==> src/rtl/m4fx_pkg.sv <==
`timescale 1ns / 1ps
// ----------------------------------------------------------------------------
// m4fx_pkg: shared types for the 4x4 fixed-point matrix unit
// Request codes, sequencer states and the control word that travels from the
// issue sequencer into the shared multiply-accumulate datapath.
// ----------------------------------------------------------------------------
package m4fx_pkg;

  // default fixed-point format (Q16.16)
  localparam int DATA_WIDTH_DEF = 32;
  localparam int FRAC_BITS_DEF  = 16;

  // request codes carried on req_type
  typedef enum logic [2:0] {
    REQ_WR_A  = 3'd0,
    REQ_WR_B  = 3'd1,
    REQ_MUL   = 3'd2,
    REQ_ADD   = 3'd3,
    REQ_SCALE = 3'd4,
    REQ_VEC   = 3'd5,
    REQ_RD_A  = 3'd6
  } req_t;

  // issue sequencer states
  typedef enum logic {
    ST_IDLE,
    ST_RUN
  } state_t;

  // one issue slot: which operand pieces to multiply and where it sits
  typedef struct packed {
    logic       valid;
    logic       ka;          // piece of operand a
    logic       kb;          // piece of operand b
    logic       raw;         // pass a (+ b) through, no multiply, no shift
    logic       add_b;       // raw path also adds operand b
    logic       first_part;
    logic       last_part;
    logic       first_term;
    logic       last_term;
    logic [3:0] elem;
    logic       last_elem;
  } ctrl_t;

  // datapath status seen by the sequencer
  typedef struct packed {
    logic busy;              // a slot is still in flight
    logic hold;              // output word stalled, freeze everything
  } stat_t;

endpackage

==> src/rtl/m4fx_mac.sv <==
`timescale 1ns / 1ps
// ----------------------------------------------------------------------------
// m4fx_mac: shared multiply-accumulate datapath
// Multiplies operand pieces, assembles exact products, shifts out the fraction,
// sums the terms of one element, saturates and holds the result word.
// ----------------------------------------------------------------------------
module m4fx_mac #(
  parameter int DATA_WIDTH = m4fx_pkg::DATA_WIDTH_DEF,
  parameter int FRAC_BITS  = m4fx_pkg::FRAC_BITS_DEF
) (
  input  logic                  clk,
  input  logic                  rst,
  input  m4fx_pkg::ctrl_t       r_ctrl,
  input  logic [DATA_WIDTH-1:0] rd_a,
  input  logic [DATA_WIDTH-1:0] rd_b,
  output m4fx_pkg::stat_t       stat,
  output logic                  out_valid,
  input  logic                  out_stall,
  output logic [3:0]            out_index,
  output logic [31:0]           out_value,
  output logic                  out_last
);

  localparam int DW     = DATA_WIDTH;
  localparam int NP     = (DW > 32) ? 2 : 1;
  localparam int PW     = (DW + NP - 1) / NP;
  localparam int XW     = NP * PW + 1;
  localparam int MUL_W  = 2 * PW + 2;
  localparam int PROD_W = 2 * NP * PW + 4;
  localparam int ACC_W  = PROD_W + 2;
  localparam int SH_W   = $clog2(2 * PW + 1);
  localparam int OV_W   = (DW > 32) ? DW : 32;

  localparam logic signed [ACC_W-1:0] ACC_MAX = {{(ACC_W-DW+1){1'b0}}, {(DW-1){1'b1}}};
  localparam logic signed [ACC_W-1:0] ACC_MIN = {{(ACC_W-DW+1){1'b1}}, {(DW-1){1'b0}}};

  function automatic logic [DW-1:0] sat_out(input logic signed [ACC_W-1:0] v);
    logic [DW-1:0] r;
    priority if (v > ACC_MAX) begin
      r = ACC_MAX[DW-1:0];
    end else if (v < ACC_MIN) begin
      r = ACC_MIN[DW-1:0];
    end else begin
      r = v[DW-1:0];
    end
    return r;
  endfunction

  logic en;

  // operand pieces: low piece unsigned, top piece signed
  logic [XW-1:0]         a_ext, b_ext;
  logic signed [PW:0]    pa, pb;
  logic signed [MUL_W-1:0] mul_res, raw_sum;
  logic [SH_W-1:0]       sh_sel;

  // stage M
  m4fx_pkg::ctrl_t         m_ctrl;
  logic signed [MUL_W-1:0] pp;
  logic [SH_W-1:0]         m_sh;

  // stage P
  m4fx_pkg::ctrl_t          p_ctrl;
  logic signed [PROD_W-1:0] prod_acc;
  logic signed [PROD_W-1:0] pp_shifted;

  // stage T
  logic                     t_done;
  logic [3:0]               t_elem;
  logic                     t_last;
  logic signed [ACC_W-1:0]  elem_acc;
  logic signed [PROD_W-1:0] term;

  logic [DW-1:0]   sat_res;
  logic [OV_W-1:0] ov_ext;

  assign en        = !(out_valid && out_stall);
  assign stat.hold = !en;
  assign stat.busy = m_ctrl.valid || p_ctrl.valid || t_done;

  // pick the operand pieces for this slot
  assign a_ext = {{(XW-DW){rd_a[DW-1]}}, rd_a};
  assign b_ext = {{(XW-DW){rd_b[DW-1]}}, rd_b};

  always_comb begin
    if (r_ctrl.ka) begin
      pa = a_ext[XW-1 -: PW+1];
    end else begin
      pa = {(NP == 1) ? a_ext[XW-1] : 1'b0, a_ext[PW-1:0]};
    end
    if (r_ctrl.kb) begin
      pb = b_ext[XW-1 -: PW+1];
    end else begin
      pb = {(NP == 1) ? b_ext[XW-1] : 1'b0, b_ext[PW-1:0]};
    end
    priority if (r_ctrl.ka && r_ctrl.kb) begin
      sh_sel = SH_W'(2 * PW);
    end else if (r_ctrl.ka || r_ctrl.kb) begin
      sh_sel = SH_W'(PW);
    end else begin
      sh_sel = '0;
    end
  end

  assign mul_res = pa * pb;
  assign raw_sum = {{(MUL_W-DW){rd_a[DW-1]}}, rd_a}
                 + (r_ctrl.add_b ? {{(MUL_W-DW){rd_b[DW-1]}}, rd_b} : MUL_W'(0));

  assign pp_shifted = {{(PROD_W-MUL_W){pp[MUL_W-1]}}, pp} <<< m_sh;
  assign term       = p_ctrl.raw ? prod_acc : (prod_acc >>> FRAC_BITS);

  assign sat_res = sat_out(elem_acc);
  assign ov_ext  = OV_W'(sat_res);

  // advance the control words
  always_ff @(posedge clk) begin
    if (rst) begin
      m_ctrl    <= '0;
      p_ctrl    <= '0;
      t_done    <= 1'b0;
      out_valid <= 1'b0;
    end else if (en) begin
      m_ctrl    <= r_ctrl;
      p_ctrl    <= m_ctrl;
      t_done    <= p_ctrl.valid && p_ctrl.last_part && p_ctrl.last_term;
      out_valid <= t_done;
    end
  end

  // multiply, assemble the product, sum the terms, load the output word
  always_ff @(posedge clk) begin
    if (en) begin
      pp   <= r_ctrl.raw ? raw_sum : mul_res;
      m_sh <= sh_sel;
      if (m_ctrl.valid) begin
        prod_acc <= (m_ctrl.first_part ? PROD_W'(0) : prod_acc) + pp_shifted;
      end
      if (p_ctrl.valid && p_ctrl.last_part) begin
        elem_acc <= (p_ctrl.first_term ? ACC_W'(0) : elem_acc)
                  + {{(ACC_W-PROD_W){term[PROD_W-1]}}, term};
        t_elem   <= p_ctrl.elem;
        t_last   <= p_ctrl.last_elem;
      end
      if (t_done) begin
        out_value <= ov_ext[31:0];
        out_index <= t_elem;
        out_last  <= t_last;
      end
    end
  end

  a_idle_no_word: assert property (@(posedge clk) disable iff (rst)
    (!stat.hold && !stat.busy) |=> !out_valid)
    else $error("result word appeared with nothing in flight");

  a_elem_done: assert property (@(posedge clk) disable iff (rst)
    (p_ctrl.valid && p_ctrl.last_part && p_ctrl.last_term && !stat.hold) |=> t_done)
    else $error("final term of an element did not complete it");

  a_word_held: assert property (@(posedge clk) disable iff (rst)
    (out_valid && out_stall) |=> (out_valid && $stable(out_value)
                                  && $stable(out_index) && $stable(out_last)))
    else $error("stalled result word changed");

endmodule

==> config.mk <==
export PLATFORM = sky130hd
export DESIGN_NAME = m4fx_mac
export DESIGN_NICKNAME = d
export VERILOG_FILES = /design/src/rtl/m4fx_pkg.sv /design/src/rtl/m4fx_mac.sv
export SDC_FILE = /design/constraint.sdc
export NUM_CORES = 2
export LEC_CHECK = 0
export BUFFER_PORTS_ARGS = -buffer_cell sky130_fd_sc_hd__clkbuf_2
export CORE_UTILIZATION = 40
export DETAILED_ROUTE_END_ITERATION = 10
export PLACE_DENSITY_LB_ADDON = 0.3
export SETUP_SLACK_MARGIN = 0.02
export SLEW_MARGIN = 20
export SYNTH_ARGS = -nofsm -noshare
export SYNTH_HDL_FRONTEND = slang
export SYNTH_SLANG_ARGS = --single-unit
==> constraint.sdc <==
create_clock -name clk -period 16.95 [get_ports clk]
set_clock_uncertainty 0.15 [all_clocks]
set_input_delay 1.695 -clock clk [delete_from_list [all_inputs] [get_ports clk]]
set_output_delay 1.695 -clock clk [all_outputs]
set_load 0.005 [all_outputs]
# Word level (Yosys, flattened, before mapping)
# Index checks and enable logic that the tools add are counted.
[totals]
ff_bits = 276
out_inout_bits = 40
[classes]
muxes = 7
addsub = 3
n_reduce_logical = 10
n_lt_le_gt_ge = 2
shifts = 1
n_bitwise = 1
n_mul = 1
[op_table]
columns = ["op", "n"]
rows = [
  ["$mux 66", 2],
  ["$add 70x70->70", 1],
  ["$gt 70x32->1 const B", 1],
  ["$lt 70x32->1 const B", 1],
  ["$mux 70", 1],
  ["$add 68x68->68", 1],
  ["$mux 68", 1],
  ["$sshl 68x7->68", 1],
  ["$mux 67", 1],
  ["$add 66x66->66", 1],
  ["$mul 32x32->64", 1],
  ["$mux 32", 1],
  ["$mux 6", 1],
  ["$reduce_and 2->1", 3],
  ["$logic_and 1x1->1", 4],
  ["$logic_or 1x1->1", 3],
  ["$not 1->1", 1],
]

# Longest topological paths before layout
[logic_depth]
depth_word = 3
depth_mapped = 30
depth_no_buf = 28

# Worst setup path before layout
# Ideal clock, no wire load.
[synth_timing]
kind = "input to register"
startpoint = "in rd_b[2]"
endpoint = "reg pp[65], data pin"
required_time_ns = 16.539
path_buffers = 2
stages = 28
setup_time_ns = 0.261
arrival_ns = 8.987
path_slack_ns = 7.551
path_cell_list = "clkbuf_1 -> nand2_1 -> inv_1 -> fa_1 -> fa_1 -> fa_1 -> fa_1 -> inv_1 -> fa_1 -> inv_1 -> fa_1 -> inv_1 -> fa_1 -> inv_1 -> fa_1 -> ha_1 -> clkbuf_1 -> a21o_1 -> a21o_1 -> a21o_1 -> a21o_1 -> a21oi_1 -> o221ai_1 -> a211oi_1 -> o31ai_1 -> xnor2_1 -> nand2b_1 -> nand2_1"
[synth_via]
elab_chain_cells = 3
word_cells_on_any_way = 4
cone_classes = "add/sub (1); mul (1); mux (2)"
[synth_lines]
columns = ["item", "line", "source"]
rows = [
  ["start, declared", "m4fx_mac.sv:15", "input logic [DATA_WIDTH-1:0] rd_b,"],
  ["parallel branches: the longest is 2 deep, another holds $mul 32x32->64", "-", ""],
  ["$mux 66 *", "m4fx_mac.sv:133", "pp <= r_ctrl.raw ? raw_sum : mul_res;"],
  ["end signal, assigned", "m4fx_mac.sv:133", ""],
  ["end, declared", "m4fx_mac.sv:59", "logic signed [MUL_W-1:0] pp;"],
]
# Every way passes the cells marked *.
# A chain may end at the register's enable or synchronous reset.

# Worst setup path after layout
[layout_timing]
startpoint = "in rd_b[5]"
endpoint = "reg pp[65], data pin"
# The elaborated chain is that of the path after synthesis.

==> impl_metrics.yaml <==
synthesis:
  yosys_warnings: 0
  synth-edff-count: 248
  synth_flop_cell: "edfxtp_1"
  synth.avg_cell_area_um2: 9.19
  synthArstFlopShare_pct: 0
  synth_cells: 6279
  syn-num-nets: 7801
  syn_area_um2: 57700
  synth-seq-cells: 271
  synth_cell_types: 90
  ys_seq_area_share_pct: 13.7
setup_path:
  startpoint_type: "input pin"
  crit_type: "in2reg"
  crit_path_frequent_cell: "fa_1"
  r2r_cells: 14
  r2r_setup_slack_ns: 11.90
  critical-path-max-stage-delay_ns: 0.88
  crit_arrival_ns: 10.37
  worstReg2RegStart: "p_ctrl[10]"
  r2r-end: "elem_acc[69]"
  cp_slowest_cell: "fa_1"
  cp-end-kind: "flop"
  path_max_fanout: 33
  cp_data_required_time_ns: 17.06
timing:
  relSlewSlack_pct: 24.6
  grt_setup_unrepaired: "no"
  fin_setup_tns_ns: 0
  hold_viol_final: 0
  fmax_mhz: 97.4
  min_period_ns: 10.27
  slew_violations: 0
  finalSetupViolations: 0
  tightest_slew_ns: 1.13
  timing.final.crit_share_pct: 60.6
final_layout:
  nets: 7700
  drive_gt1_share_pct: 5.30
  final_common_cell: "inv_1"
  areaGrowthSynthToFinish_pct: 5.92
  num-fill-cells: 14100
  final_cell_mix: "1,155 x inv_1, 1,089 x fa_1, 787 x nand2_1"
global_routing:
  grt_max_degree: 100
  overflow: 0
  grt_pass1_vias: 45200
  grt_pass1_wl_mm: 255
  gr-usage-all-layers_pct: 22.2
  antenna_found_initial: 16
floorplan:
  core-area_um2: 143000
  die-area_um2: 146000
  initial_utilization_pct: 40.3
  placementRows: 139
  die_h_um: 382
  ios: 121
  fp.dieW_um: 382
status:
  status: "completed"
clock_tree:
  cts_root_buf: "clkbuf_16"
  clkTransAtPathRegs_ns: 0.06
  post_cts_buffers: 0
  ctsResizeCount: 0
  hold_buffers: 0
  clock_latency_ns: 0.56
  cts_buffers: 36
  cts.sinks: 271
  cts_tree: "done"
  clock_path_buffers: 3
  htree_levels: 2
hold_path:
  hold_path_end: "out_index[1]"
  holdCritPathClass: "reg2reg"
  hold_path_depth: 0
  min_from: "t_elem[1]"
flow_run:
  cap_viol_max_count: 0
place:
  gp_congestion: 0.914
  port-buffer-count: 120
  dp_hpwl_mm: 124
detailed_routing:
  viasPerCell: 5.23
  wl_per_cell_um: 19.6
  dr.pass1.iters: 5
  drc: 0
  drt_iter0_drc: 2850
  wl_mm: 159
  ant_nets: 0
  vias: 42400
## worst max path at each step
stage,start,slack (ns),cells past startpoint,endpoint
after detailed placement,rd_b[5],6.13,29,pp[65]
after global routing,rd_b[5],6.24,29,pp[65]
after CTS,rd_b[5],6.70,29,pp[65]
after global placement,rd_a[24],6.37,27,pp[56]
final,rd_b[5],6.68,29,pp[65]
after floorplan,rd_b[2],7.55,28,pp[65]
## synth_stat cells (35+ instances only)
cell / n / area share, %
nor2_1: 196 / 1.3
inv_1: 1156 / 7.5
nand4_1: 48 / 0.52
a21o_1: 123 / 1.6
a21oi_1: 274 / 2.4
ha_1: 352 / 7.6
mux2_2: 56 / 1.1
nand3_1: 52 / 0.45
nand2b_1: 35 / 0.38
xor2_1: 87 / 1.3
clkbuf_1: 293 / 1.9
and2_1: 584 / 6.3
o21ai_0: 141 / 1.2
mux2i_1: 40 / 0.69
edfxtp_1: 248 / 13
fa_1: 1089 / 38
nand2_1: 788 / 5.1
xnor2_1: 140 / 2.1
nor2b_1: 160 / 1.7
o21bai_1: 40 / 0.52
## kinds of logic (layout without fill, tap and decap cells)
family,Yosys count,in the layout,synth area share (%)
simple gates,1971,1971,17.0
buf+inv,1462,1388,9.52
compound gates,811,811,9.09
xor+xnor,227,227,3.45
flops,271,271,13.7
other cells,0,5,0
fa+ha+maj,1441,1441,45.4
mux,96,96,1.79
## area by class of cell
cell class | instances | area [µm²] | area share [%]
sequential | 271 | 7910 | 12.9
antenna | 5 | 12.5 | 0.0205
inverter | 1156 | 4340 | 7.10
clock inverter | 24 | 228 | 0.373
multi-input combinational | 4546 | 44300 | 72.5
clock buffer | 41 | 972 | 1.59
timing repair buffer | 167 | 956 | 1.56
tap | 1903 | 2380 | 3.90
## layer usage
layer | up-vias | track usage (%) | wire length, µm | part of all wire [%]
met5 | - | 0 | 124 | 0.078
met4 | 18 | 5.96 | 4200 | 2.6
met3 | 237 | 2.56 | 8110 | 5.1
met2 | 1144 | 36.9 | 76100 | 48
met1 | 21700 | 30.5 | 70900 | 44
li1 | 19300 | - | - | -
## state kept, by name, indices dropped and copies added (netlist names)
| name | count |
|---|---|
| out_index | 4 |
| out_valid | 1 |
| t_elem | 4 |
| pp | 66 |
| m_sh | 2 |
| out_last | 1 |
| p_ctrl | 10 |
| t_last | 1 |
| m_ctrl | 11 |
| prod_acc | 68 |
| out_value | 32 |
| t_done | 1 |
| elem_acc | 70 |
## worst max-delay path, delay by kind of cell
kind                     cells  cell delay, ns
AO/OA/AOI/OAI                8            1.49
adder cells (fa/ha/maj)      9            4.67
buffers and inverters        8            1.86
AND/OR/NAND/NOR              3            0.48
XOR/XNOR                     1            0.14
## stage by stage
stage / hold WS [ns] / setup slack [ns] / area (µm²) / std cells / util [%]
after CTS: 0.236 / 6.70 / 61100 / 8108 / 42.6
after floorplan: 0.250 / 7.55 / 57700 / 6279 / -
final: 0.245 / 6.68 / 61100 / 8113 / 42.7
after global placement: 0.252 / 6.37 / 59900 / 8043 / 41.8
after global routing: 0.249 / 6.24 / 61100 / 8108 / 42.6
after detailed placement: 0.256 / 6.13 / 59900 / 8043 / 41.8
Power is left out: the tool's default activity adds up to more than one toggle a clock period on the data nets, which glitch-free logic cannot reach.
